`config.mk`:
```
export PLATFORM = sky130hd
export DESIGN_NAME = fp32_adder_round_nearest_even
export DESIGN_NICKNAME = d
export VERILOG_FILES = /design/src/rtl/core/fpadd_pkg.sv /design/src/rtl/core/fpadd_align.sv /design/src/rtl/core/fpadd_norm.sv /design/src/rtl/core/fpadd_round.sv /design/src/rtl/core/fp32_adder_round_nearest_even.sv
export SDC_FILE = /design/constraint.sdc
export NUM_CORES = 1
export LEC_CHECK = 0
export BUFFER_PORTS_ARGS = -buffer_cell sky130_fd_sc_hd__buf_2
export CORE_ASPECT_RATIO = 0.7
export CORE_MARGIN = 5
export CORE_UTILIZATION = 30
export CTS_BUF_LIST = sky130_fd_sc_hd__clkbuf_4 sky130_fd_sc_hd__clkbuf_8 sky130_fd_sc_hd__clkbuf_16
export DETAILED_ROUTE_END_ITERATION = 10
export PLACE_DENSITY = 0.52
export REMOVE_ABC_BUFFERS = 1
export SLEW_MARGIN = 20
export SYNTH_ARGS = -nofsm -noshare
export SYNTH_HDL_FRONTEND = slang
export SYNTH_SLANG_ARGS = --single-unit
export TNS_END_PERCENT = 1
```
`constraint.sdc`:
```
create_clock -name clk_i -period 8 [get_ports clk_i]
set_clock_uncertainty 0.15 [all_clocks]
set_input_delay 0.8 -clock clk_i [delete_from_list [all_inputs] [get_ports clk_i]]
set_output_delay 0.8 -clock clk_i [all_outputs]
set_load 0.1 [all_outputs]
```
`src/rtl/core/fpadd_pkg.sv`:
```
// Shared types and constants for the binary32 adder pipeline.
// Used by every module in rtl/core; depends on nothing.
`default_nettype none
package fpadd_pkg;
  localparam int unsigned ExpW = 8;
  localparam int unsigned AccW = 28;
  localparam logic [ExpW-1:0] ExpAllOnes = 8'hFF;

  typedef struct packed {
    logic        sign;
    logic [8:0]  exp;
    logic [AccW-1:0] acc;
    logic        not_real;
  } fpadd_mid_t;

  typedef struct packed {
    logic [31:0] sum_bits;
    logic        not_real;
    logic        overflowed;
  } fpadd_res_t;

  function automatic logic [4:0] fpadd_lzc(input logic [AccW-1:0] a);
    logic [4:0] n;
    logic       hit;
    n = 5'd27;
    hit = 1'b0;
    for (int i = AccW - 2; i >= 0; i--) begin
      if (!hit && a[i]) begin
        n = 5'(AccW - 2 - i);
        hit = 1'b1;
      end
    end
    return n;
  endfunction
endpackage
`default_nettype wire

```
`src/rtl/core/fpadd_align.sv`:
```
// First stage: operand swap, special detection, significand alignment and the add.
// Depends on fpadd_pkg.
`default_nettype none
module fpadd_align import fpadd_pkg::*; (
  input  wire logic [31:0] operand_a_i,
  input  wire logic [31:0] operand_b_i,
  output fpadd_mid_t       mid_o
);
  logic [31:0] big, sml;
  logic [8:0]  eb, es, ex_gap;
  logic [AccW-1:0] wb, ws, sh, lostm;
  logic nr;

  always_comb begin
    nr = (operand_a_i[30:23] == ExpAllOnes) || (operand_b_i[30:23] == ExpAllOnes);
    if (operand_a_i[30:0] >= operand_b_i[30:0]) begin
      big = operand_a_i; sml = operand_b_i;
    end else begin
      big = operand_b_i; sml = operand_a_i;
    end
    eb = (big[30:23] == 8'd0) ? 9'd1 : {1'b0, big[30:23]};
    es = (sml[30:23] == 8'd0) ? 9'd1 : {1'b0, sml[30:23]};
    wb = {1'b0, (big[30:23] != 8'd0), big[22:0], 3'b000};
    ws = {1'b0, (sml[30:23] != 8'd0), sml[22:0], 3'b000};
    ex_gap = eb - es;
    lostm = '0;
    if (ex_gap >= 9'd27) begin
      sh = {27'd0, (ws != '0)};
    end else begin
      lostm = ~({AccW{1'b1}} << ex_gap[4:0]);
      sh = (ws >> ex_gap[4:0]) | {27'd0, ((ws & lostm) != '0)};
    end
    mid_o.sign = big[31];
    mid_o.exp = eb;
    mid_o.acc = (big[31] == sml[31]) ? wb + sh : wb - sh;
    mid_o.not_real = nr;
  end
endmodule
`default_nettype wire

```
`src/rtl/core/fpadd_norm.sv`:
```
// Second stage: carry handling and leading-zero normalization shift.
// Depends on fpadd_pkg.
`default_nettype none
module fpadd_norm import fpadd_pkg::*; (
  input  wire fpadd_mid_t mid_i,
  output fpadd_mid_t mid_o
);
  logic [4:0] lz, amt;
  always_comb begin
    mid_o = mid_i;
    amt = '0;
    lz = fpadd_lzc(mid_i.acc);
    if (mid_i.acc[AccW-1]) begin
      mid_o.acc = (mid_i.acc >> 1) | {27'd0, mid_i.acc[0]};
      mid_o.exp = mid_i.exp + 9'd1;
    end else begin
      amt = ({4'd0, lz} < mid_i.exp - 9'd1) ? lz : 5'(mid_i.exp - 9'd1);
      mid_o.acc = mid_i.acc << amt;
      mid_o.exp = mid_i.exp - {4'd0, amt};
    end
  end
endmodule
`default_nettype wire

```
`src/rtl/core/fpadd_round.sv`:
```
// Third stage: round to nearest even, overflow and special result packing.
// Depends on fpadd_pkg.
`default_nettype none
module fpadd_round import fpadd_pkg::*; (
  input  wire fpadd_mid_t mid_i,
  output fpadd_res_t res_o
);
  logic [24:0] fr;
  logic [8:0]  ex;
  always_comb begin
    fr = {1'b0, mid_i.acc[26:3]};
    if (mid_i.acc[2] && ((mid_i.acc[1:0] != 2'b00) || mid_i.acc[3])) fr = fr + 25'd1;
    ex = mid_i.exp;
    if (fr[24]) begin
      fr = fr >> 1;
      ex = ex + 9'd1;
    end
    res_o = '0;
    if (mid_i.not_real) begin
      res_o.not_real = 1'b1;
    end else if (mid_i.acc == '0) begin
      res_o.sum_bits = '0;
    end else if (ex >= 9'd255) begin
      res_o.sum_bits = {mid_i.sign, ExpAllOnes, 23'd0};
      res_o.overflowed = 1'b1;
    end else begin
      res_o.sum_bits = {mid_i.sign, (fr[23] ? ex[7:0] : 8'd0), fr[22:0]};
    end
  end
endmodule
`default_nettype wire

```
`src/rtl/core/fp32_adder_round_nearest_even.sv`:
```
// Top level of the pipelined binary32 adder with valid/stall handshake.
// Depends on fpadd_pkg, fpadd_align, fpadd_norm and fpadd_round.
// A beat can enter every cycle in which in_stall_o is low. Its result
// passes through one register stage each for alignment with add,
// normalization, and rounding before it is valid on the output. A stall on
// the output freezes the stages that hold beats; an empty stage lets the
// stages before it move up.
`default_nettype none
module fp32_adder_round_nearest_even import fpadd_pkg::*; (
  input  wire logic        clk_i,
  input  wire logic        rst_ni,
  input  wire logic        in_valid_i,
  output logic             in_stall_o,
  input  wire logic [31:0] operand_a_i,
  input  wire logic [31:0] operand_b_i,
  output logic             out_valid_o,
  input  wire logic        out_stall_i,
  output logic [31:0]      sum_bits_o,
  output logic             not_real_input_o,
  output logic             overflowed_o
);
  fpadd_mid_t a_d, a_q, n_d, n_q;
  fpadd_res_t r_d, r_q;
  logic v1_q, v2_q, v3_q, en1, en2, en3;

  fpadd_align u_align (.operand_a_i, .operand_b_i, .mid_o(a_d));
  fpadd_norm  u_norm  (.mid_i(a_q), .mid_o(n_d));
  fpadd_round u_round (.mid_i(n_q), .res_o(r_d));

  assign en3 = !v3_q || !out_stall_i;
  assign en2 = !v2_q || en3;
  assign en1 = !v1_q || en2;
  assign in_stall_o = !en1;

  always_ff @(posedge clk_i or negedge rst_ni) begin
    if (!rst_ni) begin
      v1_q <= 1'b0; v2_q <= 1'b0; v3_q <= 1'b0;
    end else begin
      if (en1) v1_q <= in_valid_i;
      if (en2) v2_q <= v1_q;
      if (en3) v3_q <= v2_q;
    end
  end

  always_ff @(posedge clk_i) begin
    if (en1) a_q <= a_d;
    if (en2) n_q <= n_d;
    if (en3) r_q <= r_d;
  end

  assign out_valid_o = v3_q;
  assign sum_bits_o = r_q.sum_bits;
  assign not_real_input_o = r_q.not_real;
  assign overflowed_o = r_q.overflowed;

  a_flag_zero: assert property (@(posedge clk_i) disable iff (!rst_ni)
    v3_q && r_q.not_real |-> r_q.sum_bits == 32'd0 && !r_q.overflowed)
    else $error("special flag with nonzero sum");
  a_ovf_inf: assert property (@(posedge clk_i) disable iff (!rst_ni)
    v3_q && r_q.overflowed |-> r_q.sum_bits[30:0] == 31'h7F800000)
    else $error("overflow without infinity");
  a_move: assert property (@(posedge clk_i) disable iff (!rst_ni)
    v2_q && !en3 |=> v2_q)
    else $error("stage two beat lost");
endmodule
`default_nettype wire

```
After elaboration in Yosys (flattened, before gate mapping). Cells that the tools add are included.

Register bits after elaboration: 115. Bits of input ports: 68. Output and inout port bits: 36. Logic and storage cells: 178.

Add/subtract/negate cells: 8. Magnitude comparators: 4. Equal/unequal tests: 3. Shift operators: 3. Multiplexer cells: 68. Bitwise gates (word level): 4. Reduce and logical (&&, ||, !) cells: 73.

Operator list (number): 2-to-1 mux 5 bit (28); 2-to-1 mux 32 bit (2); 2-to-1 mux 28 bit (2); 2-to-1 mux 37 bit (1); >= comparator 31 bit (1); zero test 1 bit (31); 2-to-1 mux 31 bit (1); adder 27 x 28 -> 28 bit (1); bitwise AND 27 x 28 -> 28 bit (1); zero test 28 bit (1); 2-to-1 mux 1 bit (28); inverter 28 bit (1); bitwise OR 28 x 1 -> 28 bit (1); nonzero test 28 bit (1); << shifter 28 x 5 -> 28 bit (1); << shifter 28 x 5 -> 28 bit (first input constant) (1); >> shifter 27 x 5 -> 28 bit (1); subtractor 27 x 28 -> 28 bit (1); logical AND 1 bit (27); bitwise OR 27 x 1 -> 27 bit (1); adder 24 x 1 -> 25 bit (second input constant) (1); 2-to-1 mux 25 bit (1); 2-to-1 mux 24 bit (1); 2-to-1 mux 8 bit (3); other kinds (17) (25).

Longest topological paths before layout.
Depth in word-level cells: 83. Mapped depth: 47. Mapped depth without buffers: 40.

By module. From an unflattened synthesis, not the netlist that was laid out.

Cells, all modules: 1900. Area total of the unflattened synthesis: 15397.3 sq um.

Modules (own cells, without submodules): fpadd_align (times used 1, cells each 1085, area an instance 7164.4 sq um, sequential area each 0.0 sq um); fp32_adder_round_nearest_even (times used 1, cells each 122, area an instance 3490.8 sq um, sequential area each 3438.3 sq um); fpadd_norm (times used 1, cells each 493, area an instance 3474.6 sq um, sequential area each 0.0 sq um); fpadd_round (times used 1, cells each 200, area an instance 1267.5 sq um, sequential area each 0.0 sq um).

Worst setup path before layout. OpenSTA, ideal clock, no wires.

Path type: input to register. Start point: input operand_b_i[29]. End point: register a_q[22] (netlist bit) (data pin). Library setup time: 0.256 ns. Arrival time: 8.958 ns. Required time: 7.594 ns. Slack: -1.364 ns. Cell stages on the path: 43. Path buffers: 9. Path through: inv_1 ha_1 nand4_1 nor3_1 a221oi_1 and2_1 buf_2 nand2_2 buf_6 clkbuf_1 clkbuf_1 clkbuf_1 o21ai_0 nor4_1 and4_1 nor2b_1 ha_1 fa_1 (+7 left out) o21ai_0 a211oi_1 a21oi_1 o21ai_0 nand2_1 ha_1 a21oi_1 o21bai_1 a21o_1 a21o_1 a21o_1 nand2_1 o21ai_0 a31o_1 a311o_1 a211o_1 a2111oi_2 and4b_1.

RTL lines: from (decl) (RTL line fp32_adder_round_nearest_even.sv:15) `input wire logic [31:0] operand_b_i,`; to (signal assigned) (RTL line fp32_adder_round_nearest_even.sv:46) `if (en1) a_q <= a_d;`; to (decl) (RTL line fp32_adder_round_nearest_even.sv:22) `fpadd_mid_t a_d, a_q, n_d, n_q;`.

==> impl_results.md <==
* Outcome: complete, but fails checks
* Failing checks: negative setup slack
* Tot Pwr at between 0.006 and 0.007 W
* Mapped Area at around 0.014 mm²
* Initial DRC count at between 1,000 and 1,500
* Pin count of the biggest net entering global routing at between 50 and 60
* PwrDens at 307 mW/mm²
* Top sig layer: met4
* CP Launch Type: input port
* Post-synth EDFFs at 111
* Clock power share at between 10% and 20%
* Final WS setup at -115 ps
* Port Buf Inserts at approximately 100
* CTS tree: yes
* Die area at 0.0507 mm²
* Ys flop type: edfxtp_1
* Worst-path fanout max at 8
* Hold Path Class: flop to flop
* Core area at roughly 0.045 mm²
* Post-DRT Antenna Nets at 0
* Final core utilization at 43.8%
* Async set-reset flop share out of synthesis at roughly 2.6%
* Share of cells above drive strength 1 at 34.8%
* Sw Share at between 40% and 50%
* Int Power at around 0.0032 W
* Aggregate global routing overflow at 0
* Max_cap viols at 0
* Die Span Y at 190 µm
* Most frequent CP cell: buf_4
* Critical path arrival at 8150 ps
* Area delta synth->final at 43.2%
* Cell variety after synth at 90
* Pleak at around 8.6 nW
* Number of global-route vias before repair at 14,900
* Num ports at 104
* Fillers at 4,553
* Crit path buf inv count at 19
* Combinational share of power at 66.7%
* Slew at the pin closest to its max-slew limit at 1050 ps
* Critical Path RT at around 8000 ps
* Initial antenna violation count at 2
* Syn. warnings at 0
* # rows at 65
* RSZ-0062 raised after global routing: true
* RD Place Congestion at slightly below 1
* Critical path's slowest cell: a2111o_1
* Die Wd at roughly 270 µm
* Routed wire length on met2 at around 23 mm
* First-pass GRT wire length at roughly 86 mm
* Tmin final at 8110 ps
* TNS Setup at -577 ps
* Worst VDD drop at ~190 µV
* Worst Setup End Kind: flop
* Post-DP HPWL at 43.8 mm
* Kind of critical path: input port to flop
* Deepest clock path buffer count at 2
* DR WL met3 at ~5.4 mm
* Seq cells post-synth at approximately 110
* Layout Nets at 2,353
* Placed Area at ~0.018 mm²
* # DRC at 0
* Post-synthesis sequential area ratio at 24.6%
* GRT Total Usage at between 20% and 30%
* CP top delay family: compound AO/OA/AOI/OAI gates
* Routed wire length at between 50 and 60 mm
* Clock slew seen by the registers of the worst setup and hold paths at roughly 60 ps
* TritonRoute pass-1 iters at 5
* Synth Instances at 1,713
* Vias at between 15,000 and 20,000
* Clock Sinks at around 110
* Most frequent cells in the layout: buf_4 (408), nand2_1 (183), nor2_1 (140)
* Root Buffer: clkbuf_16
* Final setup vio count at 10
* Num CTS Buffers at 17
* Hold Fails Final Rpt at 0
* Achievable frequency at between 100 and 150 MHz
* Tcrit/Tclk final at 101%
* Pins over their slew limit at 0
* NetSw at around 0.0029 W
* N_diodes at 0
* Clk Latency, worst-skew pair at approximately 430 ps
* Part of the power in registers at roughly 20%
* Via density per instance at about 5.5
* Routed length per instance at just over 20 µm
* Most common cell after layout, fill and taps aside: buf_4
* Avg Inst Size Synth at approximately 8.1 µm²
* Worst hold slack at 277 ps
* Rel. slew slack at between 30% and 40%
* Routed metal-1 wire length at between 20 and 30 mm
* Starting Density at a little under a third
* Worst path max stage delay at about 530 ps
* Fin area at roughly 0.020 mm²
* H-tree levels at 4
[repair_timing]
action	in CTS	in global routing
endpoints found under the hold margin	3	0
hold buffers	1	0
pin swaps	71	43
gates resized for setup	139	48
cloned	5	0
setup endpoints to repair	13	14
setup buffers	62	10
[sequential cells by signal, indices dropped and copies added, names as in the netlist]
signal,count
sum_bits_o,32
overflowed_o,1
v1_q,1
n_q,39
v2_q,1
a_q,38
out_valid_o,1
not_real_input_o,1
[cell type report]
cell class | count | area [µm²] | share of cell area (%)
Clock buffer | 18 | 433 | 2.18
Tap cell | 603 | 754 | 3.80
Clock inverter | 14 | 209 | 1.05
Timing Repair Buffer | 541 | 4140 | 20.8
Sequential cell | 114 | 3410 | 17.1
Multi-Input combinational cell | 1396 | 10500 | 53.0
Inverter | 107 | 407 | 2.05
[logic make-up (layout without fill, tap and decap cells)]
group	after synthesis	after routing	share of synthesized area, %
DFF	114	114	24.6
adders and majority gates	108	108	9.90
AOI/OAI and AO/OA	473	473	21.9
buffers and inverters	204	680	5.83
muxes	151	151	12.7
xor gates and xnor gates	68	68	4.29
and+or+nand+nor	595	596	20.8
[worst paths after layout]
| path | start | to | slack (ps) | depth (start not counted) |
|---|---|---|---|---|
| max in group asynchronous | rst_ni | out_valid_o | 7030 | 2 |
| worst min register to register | a_q[0] | n_q[0] | 280 | 0 |
| worst max register to register | a_q[20] | n_q[37] | 1420 | 26 |
| min in group asynchronous | rst_ni | v2_q | 560 | 2 |
| worst max-delay path | operand_b_i[14] | a_q[22] | -110 | 45 |
| worst min-delay path | a_q[0] | n_q[0] | 280 | 0 |
[power by group through the flow]
stage | sequential (W) | combinational [W] | clock [W]
6_report | 0.00119 | 0.00408 | 0.000845
5_1_grt | 0.00122 | 0.00433 | 0.000885
4_1_cts | 0.00119 | 0.00391 | 0.000854
3_5_place_dp | 0.00120 | 0.00355 | 0
3_3_place_gp | 0.00119 | 0.00353 | 0
2_1_floorplan | 0.00155 | 0.00172 | 0
[through the flow]
| step | setup WS, ps | cells |
|---|---|---|
| 5_1_grt | -407 | 2793 |
| 6_report | -115 | 2793 |
| 2_1_floorplan | -2560 | 1616 |
| 3_5_place_dp | -1100 | 2685 |
| 4_1_cts | -1.90 | 2783 |
| 3_3_place_gp | -1100 | 2685 |
[layer usage]
metal | vias to the layer above | global-route usage [%]
li1 | 7281 | -
met1 | 7495 | 32.8
met2 | 639 | 30.9
met3 | 62 | 5.68
met4 | 0 | 3.68
met5 | - | 0
[cell usage after synthesis (21+ instances only)]
cell type	number	area share [%]
inv_1	107	2.9
nand2_1	187	5.1
xor2_1	26	1.6
edfxtp_1	111	24
nor2_1	141	3.8
mux2i_1	121	8.7
nand3_1	40	1.4
a21oi_1	135	4.9
nor2b_1	22	0.99
a21o_1	21	1.1
clkbuf_1	63	1.7
nor4_1	25	1.1
nor3_1	41	1.5
o21ai_0	128	4.6
a211oi_1	25	1.4
ha_1	105	9.5
nand4_1	35	1.6
xnor2_1	42	2.7
Note: power is estimated with default switching activity, not from simulation.
